===== src/rtl/core/dbpwm_pkg.sv =====
`default_nettype none

package dbpwm_pkg;

    localparam int PERIOD_BITS        = 32;
    localparam int DUTY_FRACTION_BITS = 16;
    localparam int VALUE_W            = 32;
    localparam int CMD_W              = 3;
    localparam int DUTY_W             = DUTY_FRACTION_BITS + 1;
    localparam int PROD_W             = PERIOD_BITS + DUTY_W;

    localparam logic [PERIOD_BITS-1:0] INIT_PERIOD = PERIOD_BITS'(1000);
    localparam logic [DUTY_W-1:0] DUTY_ONE  = DUTY_W'(1) << DUTY_FRACTION_BITS;
    localparam logic [DUTY_W-1:0] DUTY_HALF = DUTY_W'(1) << (DUTY_FRACTION_BITS - 1);

    localparam longint INIT_THR_L =
        (1000 * (longint'(1) << (DUTY_FRACTION_BITS - 1))
         + (longint'(1) << (DUTY_FRACTION_BITS - 1))) >> DUTY_FRACTION_BITS;
    localparam logic [PERIOD_BITS-1:0] INIT_THR = PERIOD_BITS'(INIT_THR_L);

    localparam logic [CMD_W-1:0] CMD_TICK       = 3'd0;
    localparam logic [CMD_W-1:0] CMD_START      = 3'd1;
    localparam logic [CMD_W-1:0] CMD_STOP       = 3'd2;
    localparam logic [CMD_W-1:0] CMD_SET_PERIOD = 3'd3;
    localparam logic [CMD_W-1:0] CMD_SET_DUTY   = 3'd4;

    typedef enum logic [1:0] {
        LVL_STOP = 2'd0,
        LVL_LOW  = 2'd1,
        LVL_HIGH = 2'd2
    } level_t;

    typedef struct packed {
        logic [CMD_W-1:0]   cmd;
        logic [VALUE_W-1:0] value;
        logic               finish_current;
    } cmd_item_t;

    typedef struct packed {
        logic [1:0] level;
        logic       level_changed;
        logic       rejected;
    } res_item_t;

endpackage

`default_nettype wire


===== src/rtl/core/dbpwm_thr.sv =====
`default_nettype none

module dbpwm_thr
    import dbpwm_pkg::*;
(
    input  wire logic [PERIOD_BITS-1:0] period,
    input  wire logic [DUTY_W-1:0]      duty,
    input  wire logic                   start_low,
    output logic      [PERIOD_BITS-1:0] thr
);

    logic [DUTY_W-1:0] frac;
    logic [PROD_W-1:0] prod;

    // first phase fraction, rounded half up after scaling by the period
    assign frac = start_low ? (DUTY_ONE - duty) : duty;
    assign prod = PROD_W'(period) * PROD_W'(frac) + PROD_W'(DUTY_HALF);
    assign thr  = PERIOD_BITS'(prod >> DUTY_FRACTION_BITS);

endmodule

`default_nettype wire


===== src/rtl/core/dbpwm_core.sv =====
`default_nettype none

module dbpwm_core
    import dbpwm_pkg::*;
(
    input  wire logic      clk,
    input  wire logic      rst_n,
    input  wire logic      cmd_accept,
    input  wire cmd_item_t cmd_item,
    input  wire logic      cfg_we,
    input  wire logic      cfg_data,
    output res_item_t      res_item,
    output logic           refresh
);

    logic [PERIOD_BITS-1:0] act_period_reg, act_period_next;
    logic [PERIOD_BITS-1:0] pend_period_reg, pend_period_next;
    logic [DUTY_W-1:0]      act_duty_reg, act_duty_next;
    logic [DUTY_W-1:0]      pend_duty_reg, pend_duty_next;
    logic [PERIOD_BITS-1:0] thr_reg, thr_next;
    logic [PERIOD_BITS-1:0] elapsed_reg, elapsed_next;
    level_t                 level_reg, level_next;
    logic                   mode_reg, mode_next;
    logic                   refresh_reg, refresh_next;

    logic [PERIOD_BITS-1:0] elapsed_inc;
    logic [PERIOD_BITS-1:0] mul_period;
    logic [DUTY_W-1:0]      mul_duty;
    logic                   mul_mode;
    logic [PERIOD_BITS-1:0] thr_calc;
    logic                   running;
    logic                   new_cycle;
    logic                   rejected;
    logic                   too_wide;

    function automatic level_t eval_level(input logic [DUTY_W-1:0] duty,
                                          input logic first, input logic start_low);
        level_t lv;
        if (duty == DUTY_ONE)
            lv = LVL_HIGH;
        else if (duty == '0)
            lv = LVL_LOW;
        else if (first ^ start_low)
            lv = LVL_HIGH;
        else
            lv = LVL_LOW;
        return lv;
    endfunction

    assign running     = (level_reg != LVL_STOP);
    assign elapsed_inc = elapsed_reg + PERIOD_BITS'(1);
    assign too_wide    = (VALUE_W'(cmd_item.value >> PERIOD_BITS) != '0);

    // a mode write rescales the running cycle, otherwise the multiplier serves a new cycle
    assign mul_period = cfg_we ? act_period_reg : pend_period_next;
    assign mul_duty   = cfg_we ? act_duty_reg : pend_duty_next;
    assign mul_mode   = cfg_we ? cfg_data : mode_reg;

    dbpwm_thr u_thr (
        .period    (mul_period),
        .duty      (mul_duty),
        .start_low (mul_mode),
        .thr       (thr_calc)
    );

    // shadow copies take accepted values ahead of the multiplier
    always_comb
    begin
        pend_period_next = pend_period_reg;
        pend_duty_next   = pend_duty_reg;

        if (!cfg_we && !refresh_reg && cmd_accept)
        begin
            case (cmd_item.cmd)
                CMD_SET_PERIOD:
                begin
                    if (cmd_item.value != '0 && !too_wide)
                        pend_period_next = PERIOD_BITS'(cmd_item.value);
                end
                CMD_SET_DUTY:
                begin
                    if (cmd_item.value <= VALUE_W'(DUTY_ONE))
                        pend_duty_next = DUTY_W'(cmd_item.value);
                end
                default:
                begin
                end
            endcase
        end
    end

    always_comb
    begin
        act_period_next  = act_period_reg;
        act_duty_next    = act_duty_reg;
        thr_next         = thr_reg;
        elapsed_next     = elapsed_reg;
        level_next       = level_reg;
        mode_next        = mode_reg;
        refresh_next     = 1'b0;
        new_cycle        = 1'b0;
        rejected         = 1'b0;

        if (cfg_we)
        begin
            mode_next    = cfg_data;
            thr_next     = thr_calc;
            refresh_next = 1'b1;
        end
        else if (refresh_reg)
        begin
            // settle the level against the rescaled threshold
            if (running)
                level_next = eval_level(act_duty_reg, elapsed_reg < thr_reg, mode_reg);
        end
        else if (cmd_accept)
        begin
            case (cmd_item.cmd)
                CMD_TICK:
                begin
                    if (running)
                    begin
                        if (elapsed_inc >= act_period_reg)
                            new_cycle = 1'b1;
                        else
                        begin
                            elapsed_next = elapsed_inc;
                            level_next   = eval_level(act_duty_reg, elapsed_inc < thr_reg,
                                                      mode_reg);
                        end
                    end
                end
                CMD_START:
                begin
                    if (!running)
                        new_cycle = 1'b1;
                end
                CMD_STOP:
                begin
                    if (running)
                    begin
                        elapsed_next = '0;
                        level_next   = LVL_STOP;
                    end
                end
                CMD_SET_PERIOD:
                begin
                    if (cmd_item.value == '0 || too_wide)
                        rejected = 1'b1;
                    else if (!cmd_item.finish_current && running)
                        new_cycle = 1'b1;
                end
                CMD_SET_DUTY:
                begin
                    if (cmd_item.value > VALUE_W'(DUTY_ONE))
                        rejected = 1'b1;
                    else if (!cmd_item.finish_current && running)
                        new_cycle = 1'b1;
                end
                default:
                begin
                end
            endcase

            // apply the shadow copies; at elapsed zero the first phase holds iff thr > 0
            if (new_cycle)
            begin
                act_period_next = pend_period_next;
                act_duty_next   = pend_duty_next;
                thr_next        = thr_calc;
                elapsed_next    = '0;
                level_next      = eval_level(pend_duty_next, thr_calc != '0, mode_reg);
            end
        end
    end

    always_ff @(posedge clk or negedge rst_n)
    begin
        if (!rst_n)
        begin
            act_period_reg  <= INIT_PERIOD;
            pend_period_reg <= INIT_PERIOD;
            act_duty_reg    <= DUTY_HALF;
            pend_duty_reg   <= DUTY_HALF;
            thr_reg         <= INIT_THR;
            elapsed_reg     <= '0;
            level_reg       <= LVL_STOP;
            mode_reg        <= 1'b0;
            refresh_reg     <= 1'b0;
        end
        else
        begin
            act_period_reg  <= act_period_next;
            pend_period_reg <= pend_period_next;
            act_duty_reg    <= act_duty_next;
            pend_duty_reg   <= pend_duty_next;
            thr_reg         <= thr_next;
            elapsed_reg     <= elapsed_next;
            level_reg       <= level_next;
            mode_reg        <= mode_next;
            refresh_reg     <= refresh_next;
        end
    end

    assign res_item.level         = level_next;
    assign res_item.level_changed = (level_next != level_reg);
    assign res_item.rejected      = rejected;
    assign refresh                = refresh_reg;

endmodule

`default_nettype wire


===== src/rtl/core/dbpwm_skid.sv =====
`default_nettype none

module dbpwm_skid
    import dbpwm_pkg::*;
(
    input  wire logic      clk,
    input  wire logic      rst_n,
    input  wire logic      push,
    input  wire res_item_t push_item,
    output logic           full,
    output logic           res_valid,
    input  wire logic      res_stall,
    output res_item_t      res_item
);

    res_item_t  mem [2];
    logic [1:0] count_reg, count_next;
    logic       wr_ptr_reg;
    logic       rd_ptr_reg;
    logic       pop;

    assign pop       = res_valid && !res_stall;
    assign res_valid = (count_reg != 2'd0);
    assign full      = (count_reg == 2'd2);
    assign res_item  = mem[rd_ptr_reg];

    always_comb
    begin
        count_next = count_reg;
        if (push && !pop)
            count_next = count_reg + 2'd1;
        else if (pop && !push)
            count_next = count_reg - 2'd1;
    end

    always_ff @(posedge clk or negedge rst_n)
    begin
        if (!rst_n)
        begin
            count_reg  <= 2'd0;
            wr_ptr_reg <= 1'b0;
            rd_ptr_reg <= 1'b0;
        end
        else
        begin
            count_reg <= count_next;
            if (push)
                wr_ptr_reg <= ~wr_ptr_reg;
            if (pop)
                rd_ptr_reg <= ~rd_ptr_reg;
        end
    end

    always_ff @(posedge clk)
    begin
        if (push)
            mem[wr_ptr_reg] <= push_item;
    end

endmodule

`default_nettype wire


===== src/rtl/core/double_buffered_pwm_generator.sv =====
// channel | handshake            | beat
// --------+----------------------+-------------------------------------------
// cmd     | cmd_valid, cmd_stall | cmd_item: cmd, value, finish_current
// res     | res_valid, res_stall | res_item: level, level_changed, rejected
// cfg     | cfg_valid, cfg_ready | cfg_data: start_low_mode
//
// One command beat is taken every cycle while cmd_stall is low; its result is
// registered in the result buffer. The period threshold multiplier sits between
// the state registers, so a cycle restart does not stall commands. A mode write
// stalls commands in its own cycle and in the one after, while the level
// settles against the new threshold. Otherwise cmd_stall rises only when the
// two-beat result buffer is full. Reset is asynchronous, active low.
`default_nettype none

module double_buffered_pwm_generator
    import dbpwm_pkg::*;
(
    input  wire logic      clk,
    input  wire logic      rst_n,
    input  wire logic      cmd_valid,
    output logic           cmd_stall,
    input  wire cmd_item_t cmd_item,
    output logic           res_valid,
    input  wire logic      res_stall,
    output res_item_t      res_item,
    input  wire logic      cfg_valid,
    output logic           cfg_ready,
    input  wire logic      cfg_data
);

    logic      cmd_accept;
    logic      cfg_we;
    logic      full;
    logic      refresh;
    res_item_t core_res;

    assign cfg_ready  = 1'b1;
    assign cfg_we     = cfg_valid && cfg_ready;
    // hold commands while the result buffer is full or a mode write is pending or settling
    assign cmd_stall  = full || refresh || cfg_valid;
    assign cmd_accept = cmd_valid && !cmd_stall;

    dbpwm_core u_core (
        .clk        (clk),
        .rst_n      (rst_n),
        .cmd_accept (cmd_accept),
        .cmd_item   (cmd_item),
        .cfg_we     (cfg_we),
        .cfg_data   (cfg_data),
        .res_item   (core_res),
        .refresh    (refresh)
    );

    dbpwm_skid u_skid (
        .clk       (clk),
        .rst_n     (rst_n),
        .push      (cmd_accept),
        .push_item (core_res),
        .full      (full),
        .res_valid (res_valid),
        .res_stall (res_stall),
        .res_item  (res_item)
    );

endmodule

`default_nettype wire


===== config.mk =====
export PLATFORM = sky130hd
export DESIGN_NAME = double_buffered_pwm_generator
export DESIGN_NICKNAME = d
export VERILOG_FILES = /design/src/rtl/core/dbpwm_pkg.sv /design/src/rtl/core/dbpwm_thr.sv /design/src/rtl/core/dbpwm_core.sv /design/src/rtl/core/dbpwm_skid.sv /design/src/rtl/core/double_buffered_pwm_generator.sv
export SDC_FILE = /design/constraint.sdc
export NUM_CORES = 2
export LEC_CHECK = 0
export BUFFER_PORTS_ARGS = -buffer_cell sky130_fd_sc_hd__buf_4
export CAP_MARGIN = 20
export CORE_MARGIN = 2
export CORE_UTILIZATION = 55
export DETAILED_ROUTE_END_ITERATION = 12
export PLACE_DENSITY = 0.69
export SYNTH_ARGS = -nofsm -noshare
export SYNTH_HDL_FRONTEND = slang
export SYNTH_SLANG_ARGS = --single-unit

===== constraint.sdc =====
create_clock -name clk -period 28.9 [get_ports clk]
set_input_delay 1.445 -clock clk [delete_from_list [all_inputs] [get_ports clk]]
set_output_delay 1.445 -clock clk [all_outputs]
set_load 0.005 [all_outputs]

# [After elaboration in Yosys (flattened, before gate mapping)]
# Memory sizes are Yosys's and may differ from the RTL's.
# Cells that the tools add are included.
[totals] out_inout_bits=7 input_bits=42 register_bits=170 n_memories=1 ramBits=8
[mem_list] memory="u_skid.mem" words=2 width=4 read_ports=1 rd_ports_with_merged_regs=0 write_ports=1 line_no="dbpwm_skid.sv:16" source="res_item_t mem [2];"
[op_classes] n_reduce_logical=31 multipliers=1 bitwise=7 n_eq_ne=12 n_lt_le_gt_ge=5 n_addsub=5 muxes=58
[ops] op="two-way mux 32 bit" n=12
[ops] op="two-way mux 17 bit" n=5
[ops] op="< comparator 32 bit" n=2
[ops] op="one-hot mux 32 bit (2 select lines)" n=1
[ops] op="nonzero test 32 bit" n=2
[ops] op="adder 48 x 16 -> 48 bit (second input constant)" n=1
[ops] op="multiplier 32 x 17 -> 48 bit" n=1
[ops] op="two-way mux 2 bit" n=19
[ops] op="== test 17 bit (second input constant)" n=2
[ops] op="logical NOT 17 bit" n=2
[ops] op="adder 32 x 1 -> 32 bit (second input constant)" n=1
[ops] op="greater-or-equal comparator 32 bit" n=1
[ops] op="greater-than comparator 32 x 17 -> 1 bit (second input constant)" n=1
[ops] op="less-or-equal comparator 32 x 17 -> 1 bit (second input constant)" n=1
[ops] op="logical NOT 32 bit" n=1
[ops] op="two-way mux 1 bit" n=18
[ops] op="subtractor 17 bit (first input constant)" n=1
[ops] op="nonzero test 2 bit" n=5
[ops] op="logical AND 1 bit" n=7
[ops] op="logical NOT 1 bit" n=7
[ops] op="AND reduction 7 bit" n=1
[ops] op="== test 3 x 2 -> 1 bit (second input constant)" n=2
[ops] op="inequality test 3 x 1 -> 1 bit (second input constant)" n=2
[ops] op="inverter 1 bit" n=4
[ops] op="other kinds (17)" n=20

# [Longest topological paths before layout]
[depth] ltp_word=22 ltp_mapped=45 mapped_depth_nobuf=41

# [Cells and area by module]
# A second synthesis with hierarchy kept.
[hier_totals] hier_cells=3125 area_unflattened_um2=28439.8
[modules_own_cells] mod="dbpwm_thr" instances=1 area_per_inst_um2=17578.1 cells_each=2055
[modules_own_cells] mod="dbpwm_core" instances=1 area_per_inst_um2=10346.2 cells_each=1038
[modules_own_cells] mod="dbpwm_skid" instances=1 area_per_inst_um2=489.2 cells_each=28
[modules_own_cells] mod="double_buffered_pwm_generator" instances=1 area_per_inst_um2=26.3 cells_each=4

# [Least setup slack after synthesis]
# Ideal clock, no wire load.
[synth_timing] kind="input port to flip-flop" from="input port cfg_valid" to="memory u_skid.mem[0][1] (netlist name) (data pin)" setup_slack_ps=16567 setup_time_ps=266 arrival_ps=12067 path_stages=43 t_required_ps=28634 n_path_buf=5 cell_sequence="buf_6 -> or2_4 -> or3_1 -> or2_2 -> nor2_1 -> clkbuf_1 -> nand2_1 -> nand2_1 -> mux2i_1 -> clkbuf_1 -> ha_1 -> or3b_2 -> o21ai_0 -> a221oi_1 -> o31ai_1 -> and2_1 -> clkbuf_1 -> nand2_1 -> [7 not listed] -> fa_1 -> inv_1 -> fa_1 -> inv_1 -> ha_1 -> clkbuf_1 -> and3_1 -> a2111oi_0 -> o31ai_1 -> o2bb2ai_1 -> nor4b_1 -> a2111o_1 -> nand4_1 -> or4_1 -> nand4b_1 -> or4_4 -> nand3_2 -> mux2_1"
[synth_lines] item="start: declaration" line_no="double_buffered_pwm_generator.sv:26" source="input wire logic cfg_valid,"
[synth_lines] item="end: declaration" line_no="dbpwm_skid.sv:16"

==> flow_summary.ini <==
[detailed_routing]
dr.first_iter.drc_count = 2017
drt-pass1-iter-count = 6
routed_wl_mm = 91.6
ant_nets = 0
via_per_inst = 5.95
drcViolationCount = 0
wire_per_inst_um = 22.7
num_vias = 24100

[finish]
diodes = 0
drive_above_1_share = 0.0773
fin_area_um2 = 30800
nFillCells = 4609
fin_nets = 4078
syn_to_final_growth_pct = 6.69
instances_no_fill = 4042

[timing]
tns_ns = 0
timing.fmax_ghz = 0.0706
maxSlewViolCount = 0
rsz0062_at_grt = no
clock_skew_ns = 0.0130
post-route-period-util = 0.490
finalCriticalPeriod_ns = 14.16
setup_viol = 0
hold_ws_ns = 0.484
max-slew-margin-rel = 0.318
hold_viol = 0
tightest_slew_ns = 1.02

[worst_setup_path]
cp_top_family = simple AND/OR/NAND/NOR gates
critPathKind = input port to flop
critPathMaxStageDelay_ns = 0.77
path_max_fanout = 34
path_buf_inv = 6
endpoint_kind = flop
path_common_cell = fa_1
worstPathRequired_ns = 29.10
startpoint_type = input port
slowest_stage = a2111oi_0
cp.arrival_ns = 14.36

[placed_design]
numPlacedInstances = 4009
place_congestion = 0.986
placed_area_um2 = 30200
numPortBuffers = 47
dp_hpwl_mm = 73.8

[synth]
avgSynthCellArea_um2 = 8.59
ys_async_sr_fraction = 0.955
yosysTopAreaCellShare = 0.311
synth_edf_count = 8
synthFlopType = dfrtp_1
syn_area_um2 = 28900
yosys-top-cells-area = fa_1, dfrtp_1, ha_1
yosys_warnings = 0
synth_cell_types = 83
syn_nets = 4090
synth_top_area_cell = fa_1
synth_cells = 3361
ys_seq_elements = 178
ys_seq_area_frac = 0.157

[clock_network]
cts_tree = built
clock_path_buffers = 2
cts_sinks = 178
cts_setup_buffers = 0
cts-buffers-inserted = 17
clk_pin_slew_ns = 0.07
cts_root_buffer = clkbuf_16
clock_latency_ns = 0.46
ctsHoldBuffers = 0
post_cts_resized = 0
cts-htree-levels = 4

[global_route]
antenna_found_initial = 0
grt_max_degree = 104
grt.total_usage = 0.353
grt_pass1_vias = 24900
grt_overflow = 0
grt_pass1_wl_mm = 144

[floorplan]
num_rows = 83
ios = 49
start_util = 0.559
die_w_um = 233
die_area_um2 = 54300
core_um2 = 51600
chipHeight_um = 233

[status]
outcome = complete, no violations

[job]
maxCapViolCount = 0

[min_path]
hold_path_class = flop to flop
through the flow:
stage,setup WS [ns],util
5_1_grt,13.99,0.596
3_3_place_gp,14.77,0.584
4_1_cts,14.87,0.596
3_5_place_dp,14.42,0.585
2_1_floorplan,16.57,-
6_report,14.74,0.596
kinds of logic after synthesis:
kind of cell / synth area share
AO/OA/AOI/OAI: 0.115
XOR/XNOR: 0.0267
adder cells (fa/ha/maj): 0.414
buffers and inverters: 0.105
flip-flops: 0.157
multiplexers: 0.0248
other: 0.000130
AND/OR/NAND/NOR: 0.158
synth_stat cells, drive strengths merged, types with 6 or more instances:
master	count
a21o	92
clkbuf	133
xnor2	60
mux2i	12
o21ai	136
o21a	15
nor2b	16
and4	9
fa	448
o311ai	7
nand3	39
a211oi	7
ha	239
and3	21
o21bai	6
nor2	271
buf	14
o211ai	17
nand4	32
or2	9
edfxtp	8
or3	6
nand2b	17
nor4	15
xor2	28
or4	8
mux2	53
dfstp	20
dfrtp	150
nor3	27
and2	40
inv	652
nand2	507
a31oi	9
a32o	27
a21oi	127
o31ai	13
routing by layer:
layer / vias to the layer above / track usage / wire length [µm]
met4: 0 / 0.141 / 4120
met1: 12100 / 0.491 / 38700
li1: 10600 / - / -
met2: 1172 / 0.547 / 40500
met3: 200 / 0.0637 / 8220
met5: - / 0 / 0
placed cells by master, fill, tap and decap left out, types with 38 or more instances in the layout:
master | synthesis | final
o21ai_0 | 134 | 134
inv_1 | 652 | 652
dfrtp_1 | 150 | 150
mux2_2 | 52 | 52
xnor2_1 | 60 | 53
nand3_1 | 38 | 38
buf_4 | 1 | 113
ha_1 | 239 | 239
and2_1 | 40 | 40
nor2_1 | 271 | 269
nand2_1 | 507 | 507
a21o_1 | 92 | 92
a21oi_1 | 127 | 124
fa_1 | 448 | 448
worst paths after layout:
path / to / cells after the start / from / slack, ns
worst min-delay path: u_core.thr_reg[1]$_DFFE_PN0P_ / 2 / u_core.thr_reg[1]$_DFFE_PN0P_ / 0.48
worst max-delay path: u_skid.mem[0][1]$_DFFE_PP_ / 40 / cmd_item[31] / 14.74
worst min register to register: u_core.thr_reg[1]$_DFFE_PN0P_ / 2 / u_core.thr_reg[1]$_DFFE_PN0P_ / 0.48
worst max register to register: u_skid.mem[0][1]$_DFFE_PP_ / 39 / u_core.refresh$_DFF_PN0_ / 15.88
min in group asynchronous: u_skid.rd_ptr_reg$_DFFE_PN0P_ / 1 / rst_n / 1.02
max in group asynchronous: u_core.act_period_reg[7]$_DFFE_PN1P_ / 3 / rst_n / 26.57
area by class of cell:
cell class | count | area [µm²] | share of cell area
inverter | 652 | 2450 | 0.0795
tap | 680 | 851 | 0.0276
clock buffer | 19 | 443 | 0.0144
sequential | 178 | 4520 | 0.147
multi-input combinational | 2384 | 21500 | 0.698
timing repair buffer | 116 | 902 | 0.0293
clock inverter | 13 | 139 | 0.00451
worst register-to-register path: cells and delay by family, from the launching register on:
family	cells	cell delay, ns
multiplexers	3	0.76
adder cells (fa/ha/maj)	8	3.70
buffers and inverters	5	0.79
AO/OA/AOI/OAI	7	2.49
AND/OR/NAND/NOR	16	4.55
flip-flops	1	0.46
Power is not shown: default switching activity piles up to over one toggle a cycle in this logic, so the estimate is an artifact.
